## config.mk

```make
export PLATFORM = sky130hd
export DESIGN_NAME = flss_div
export DESIGN_NICKNAME = d
export VERILOG_FILES = /design/src/flss_pkg.sv /design/src/flss_div.sv
export SDC_FILE = /design/constraint.sdc
export NUM_CORES = 1
export LEC_CHECK = 0
export ABC_CLOCK_PERIOD_IN_PS = 2800
export BUFFER_PORTS_ARGS = -buffer_cell sky130_fd_sc_hd__buf_2
export CORE_MARGIN = 2
export CORE_UTILIZATION = 45
export DETAILED_ROUTE_END_ITERATION = 8
export HOLD_SLACK_MARGIN = 0.06
export PLACE_DENSITY = 0.63
export SKIP_CTS_REPAIR_TIMING = 1
export SLEW_MARGIN = 20
export SYNTH_ARGS = -nofsm -noshare
export SYNTH_HDL_FRONTEND = slang
export SYNTH_SLANG_ARGS = --single-unit
```

## constraint.sdc

```tcl
create_clock -name clk -period 2.8 [get_ports clk]
set_input_delay 0.14 -clock clk [delete_from_list [all_inputs] [get_ports clk]]
set_output_delay 0.14 -clock clk [all_outputs]
set_load 0.01 [all_outputs]
```

## src/flss_pkg.sv

```systemverilog
// package for the fuzzy line similarity scorer
// types and constants shared by the divider, scan and top-level files; no dependencies
`default_nettype none
package flss_pkg;
  localparam int MaxLenDefault = 1024;
  localparam int ScoreW = 14;
  localparam int IdxW = 16;
  localparam logic [7:0] ChCr = 8'h0D;
  localparam logic [7:0] ChLf = 8'h0A;
  localparam logic [7:0] ChNul = 8'h00;
  localparam logic [7:0] ChUpA = 8'h41;
  localparam logic [7:0] ChUpZ = 8'h5A;
  localparam logic [7:0] CaseBit = 8'h20;
  localparam logic [6:0] Hundred = 7'd100;
  localparam logic [0:0] ActNeedle = 1'b0;
  localparam logic [0:0] ActLine = 1'b1;

  typedef struct packed {
    logic [ScoreW-1:0] score;
    logic              passes;
    logic [IdxW-1:0]   line_index;
  } result_t;

  function automatic logic [7:0] fold_case(input logic [7:0] c);
    fold_case = (c >= ChUpA && c <= ChUpZ) ? (c ^ CaseBit) : c;
  endfunction

  function automatic logic storable(input logic [7:0] c);
    storable = (c != ChCr) && (c != ChLf) && (c != ChNul);
  endfunction
endpackage
`default_nettype wire

```

## src/flss_div.sv

```systemverilog
// restoring divider, one quotient bit per cycle, saturating to score width
// depends on flss_pkg
`default_nettype none
module flss_div #(
  parameter int NumW = 48,
  parameter int DenW = 26
) (
  input  wire logic            clk,
  input  wire logic            rst_n,
  input  wire logic            start,
  input  wire logic [NumW-1:0] num,
  input  wire logic [DenW-1:0] den,
  output logic                 done,
  output logic [flss_pkg::ScoreW-1:0] quo
);
  import flss_pkg::*;
  localparam int CntW = $clog2(NumW + 1);

  logic [NumW-1:0] q_r, q_nxt;
  logic [DenW:0]   rem_r, rem_nxt;
  logic [DenW-1:0] den_r;
  logic [CntW-1:0] cnt_r, cnt_nxt;
  logic            busy_r, busy_nxt, done_r, done_nxt;
  logic [DenW:0]   trial;

  // shift one numerator bit into remainder and try subtract
  always_comb begin
    q_nxt = q_r;
    rem_nxt = rem_r;
    cnt_nxt = cnt_r;
    busy_nxt = busy_r;
    done_nxt = 1'b0;
    trial = {rem_r[DenW-1:0], q_r[NumW-1]};
    if (start) begin
      q_nxt = num;
      rem_nxt = '0;
      cnt_nxt = CntW'(NumW);
      busy_nxt = 1'b1;
    end else if (busy_r) begin
      if (trial >= {1'b0, den_r}) begin
        rem_nxt = trial - {1'b0, den_r};
        q_nxt = {q_r[NumW-2:0], 1'b1};
      end else begin
        rem_nxt = trial;
        q_nxt = {q_r[NumW-2:0], 1'b0};
      end
      cnt_nxt = cnt_r - 1'b1;
      if (cnt_r == CntW'(1)) begin
        busy_nxt = 1'b0;
        done_nxt = 1'b1;
      end
    end
  end

  always_ff @(posedge clk) begin
    if (!rst_n) begin
      busy_r <= 1'b0;
      done_r <= 1'b0;
      cnt_r <= '0;
    end else begin
      busy_r <= busy_nxt;
      done_r <= done_nxt;
      cnt_r <= cnt_nxt;
    end
    q_r <= q_nxt;
    rem_r <= rem_nxt;
    if (start) den_r <= den;
  end

  assign done = done_r;
  assign quo = (q_r > NumW'((1 << ScoreW) - 1)) ? ScoreW'((1 << ScoreW) - 1)
                                                : q_r[ScoreW-1:0];
endmodule
`default_nettype wire

```

---- Word level (Yosys, flattened, before mapping) ----
Index checks and enable logic that the tools add are counted.
operators by class
  $add $sub $neg .......................... 2
  magnitude comparators ................... 2
  equal/unequal tests ..................... 1
  mux-type cells .......................... 11
  bitwise gates (word level) .............. 2
  reductions and logical operators ........ 3
operator list
  kind                    count
  $mux W48                2
  $gt A48 B14 Y1 const B  1
  $ge A27 B26 Y1          1
  $mux W26                1
  $sub A26 B26 Y26        1
  $mux W14                1
  $mux W6                 2
  $eq A6 B1 Y1 const B    1
  $sub A6 B1 Y6 const B   1
  $mux W1                 5
  $reduce_or A3 Y1        1
  $not A1 Y1              2
  $reduce_bool A2 Y1      1
  $reduce_or A2 Y1        1
word-level totals
  flip-flop bits (word level) ............. 108
  input bits .............................. 77
  output and inout bits ................... 15
  word-level logic and storage cells ...... 28

---- Longest topological paths before layout ----
  depth after elaboration ................. 4
  gate-level depth with buffers ........... 13
  depth with buffers taken out ............ 12

---- Worst setup path before layout ----
OpenSTA, ideal clock, no wires.
  kind .................................... reg2reg
  from .................................... register q_r[47]
  to ...................................... register rem_r[16]
  library setup time ...................... 0.086 ns
  data arrival time ....................... 2.350 ns
  data required time ...................... 2.714 ns
  slack ................................... 0.365 ns
  cell stages (with the launch flop) ...... 13
  buffers on the path ..................... 0
  period minus slack after synthesis ...... 2.435 ns
  cell sequence ........................... edfxtp_1 > inv_1 > ha_1 > inv_1 > fa_1 > a21oi_1 > o22ai_1 > o21a_1 > a41oi_1 > o21ai_0 > xor2_1 > mux2i_1 > a211oi_1
on the way
  longest elaborated chain between the ends .. 2
  elaborated cells on any way between the ends .. 3
  those cells by class .................... add/sub: 1; order compare: 1; mux: 1
RTL lines
  element                                                    RTL line                        text
  start: declaration                                         flss_div.sv:19                  logic [NumW-1:0] q_r, q_nxt;
  start signal: assignment                                   flss_div.sv:65                  q_r <= q_nxt;
  $sub A26 B26 Y26 / $ge A27 B26 Y1 (equally long branches)  flss_div.sv:41, flss_div.sv:40
  $mux W26 *                                                 flss_div.sv:40                  if (trial >= {1'b0, den_r}) begin
  end signal: assignment                                     flss_div.sv:66                  rem_r <= rem_nxt;
  end: declaration                                           flss_div.sv:20                  logic [DenW:0] rem_r, rem_nxt;
Every way passes the cells marked *; elsewhere a longest branch is shown, timed or not.
A chain may end at the register's enable or synchronous reset.

---- Worst setup path in the final report ----
Ends and elaborated chain as after synthesis.

==> metrics.cfg <==
[worst_setup_path]
end_kind=flop
crit_arrival_ns=2.90
path_max_fanout=3
worst_path_largest_cell_delay_ns=0.42
crit_path_start_kind=flop
crit_required_ns=3.07
critPathMostFrequentCell=inv_1
crit_type=reg2reg
path_cells=inv_1 > ha_1 > inv_1 > fa_1 > a21oi_2 > o22ai_1 > o21a_1 > a41oi_2 > o21ai_0 > xor2_1 > mux2i_1 > a211oi_1
reg2reg_slack_ns=0.17
cpMaxStageDelayCell=fa_1

[floorplan]
start_util_pct=45.7
rows=42
die_x_um=120
coreArea_um2=13200
die-area_um2=14300
num_io_pins=92
chipHeight_um=120

[synth]
synth.distinct_cells=57
async_reset_ff_share_pct=0
synth.largest_area_cell=edfxtp_1
ys_seq_elements=108
ys_dominant_reg_cell=edfxtp_1
synth.top_cells.by_count=edfxtp_1, mux2_2, nor2_1, inv_1, dfxtp_1
synth_edf_count=74
yosysWarnings=0
syn_area_um2=6030
postSynthAreaPerCell_um2=10.8
yosysMostFrequentCell=edfxtp_1
synth-seq-area-share_pct=48.1
synthCells=556
yosysTopAreaCellShare_pct=36.8
ys_top_cells_by_area=edfxtp_1, dfxtp_1, mux2_2
syn_nets=662

[timing]
max_slew.worst_pin.slew_ns=0.700
holdWs_ns=0.0790
hold_viol_final=0
period_needed_ns=2.63
final_max_slew_viol_count=0
fmax_mhz=381
min_period_over_period_pct=93.8
worst_slack_ns=0.174
setup_violations=0
finClkSkew_ns=0.0124
rsz0062_at_grt=yes
slew-limit-headroom_pct=53.3

[final_layout]
final_nets=778
syn_to_final_growth_pct=21.5
finalInstanceArea_um2=7330
multi_input_area_um2=2860
antennaDiodeCount=0
num-fill-cells=1167
drive_gt1_share_pct=27.2
seq_area_um2=2900

[grt]
grt-ovfl-total=0
antenna_found_initial=1
track_usage_pct=18.8
grt_pass1_wl_um=21400
grt_pass1_vias=4519
grt_max_degree=97

[clock_network]
clock_sinks=108
clk_path_buf_depth=2
cts_made_buffers=9
cts_tree=yes
clk_latency_ns=0.36
cts.clk_slew.worst_paths_ns=0.08
clock-root-buffer=clkbuf_16
cts_max_level=3

[routing]
via_per_inst=5.24
vias=4467
routed_wl_um=13000
wl_per_cell_um=15.2
drc_errors=0
ant_nets=0
drt_iter0_drc=260
dr.pass1.iters=7

[pwr]
ir_drop_uv=501
p_leak_nw=3.07
power_per_cell_area_nw_per_um2=534

[min_path]
holdCritPathClass=in2reg

[outcome]
status=complete, no violations

[place]
hpwl_um=9160
numPortBuffers=91
routabilityCongestion=0.871
dpl_worst_slack_ns=0.0539
placed_cell_area_um2=6720

[flow_run]
maxCapViolCount=0

==> logic make-up after synthesis <==
| group | count (synthesis) | synth area share (%) |
|---|---|---|
| AOI/OAI and AO/OA | 114 | 12.7 |
| xor gates and xnor gates | 26 | 3.78 |
| adders and majority gates | 29 | 6.14 |
| buffers and inverters | 70 | 5.06 |
| DFF | 108 | 48.1 |
| muxes | 70 | 12.7 |
| and+or+nand+nor | 139 | 11.5 |
==> critical path: cells and delay by family (launching register included) <==
kind	cells	cell delay (ns)
compound gates	6	1.21
xor+xnor	1	0.14
buf+inv	2	0.15
flops	1	0.39
fa+ha+maj	2	0.58
mux	1	0.09
==> per-stage QoR <==
stage / power [mW] / util [%] / setup TNS [ns] / std cells
after floorplan: 2.41 / - / 0 / 556
after global placement: 2.59 / 50.9 / 0 / 808
after detailed placement: 2.61 / 50.9 / 0 / 808
after CTS: 3.92 / 53.2 / 0 / 824
after global routing: 4.10 / 55.6 / -0.0578 / 853
final: 3.91 / 55.6 / 0 / 853
==> layer usage <==
metal  up-vias  global-route usage, %  part of all wire [%]
li1       2262                      -                     -
met3         7                   7.51                   5.6
met4         0                   4.63                  0.85
met2        79                   30.4                    47
met1      2119                   23.5                    46
met5         -                      0                     0
==> registers in the layout, summed over array words and instances, names as in the netlist <==
signal / flops
cnt_r: 6
done: 1
den_r: 26
busy_r: 1
q_r: 48
rem_r: 26
==> path summary, 6_finish.rpt <==
check | from | to | cells past startpoint
hold reg to reg | rem_r[24] | rem_r[24] | 2
setup reg to reg | q_r[47] | rem_r[16] | 12
setup / recovery | q_r[47] | rem_r[16] | 12
hold / removal | num[35] | q_r[35] | 2
==> final cells by class <==
type | instances | area share (%)
well taps | 176 | 3.00
flip-flops and latches | 108 | 39.6
clock inverters | 6 | 0.973
repair buffers | 136 | 12.4
clock buffers | 10 | 3.12
multi-input cells | 378 | 38.9
inverters | 39 | 2.00
==> report_power, final <==
group	internal (mW)	switching, mW
clock	0.704	0.595
sequential	1.86	0.0687
combinational	0.330	0.356
==> layout by cell type (no fill, tap or decap), types with 3 or more instances in the layout <==
cell,count
mux2i_1,22
nor2_1,39
nand3_1,8
nand4_1,10
nand4b_1,3
nand2b_1,20
xor2_1,10
a21oi_2,3
nor4_1,11
o21ai_1,16
inv_1,38
buf_2,90
nand2_1,31
xnor2_1,16
a21oi_1,23
buf_12,3
buf_4,14
a211oi_1,17
mux2_2,47
dfxtp_1,34
o21a_1,6
ha_1,28
dlygate4sd3_1,29
nor3_1,3
o211ai_1,9
edfxtp_1,74
o21ai_0,10
clkbuf_16,9
a21o_1,7
nor2b_1,3
Power figures use the tool's default switching activity.
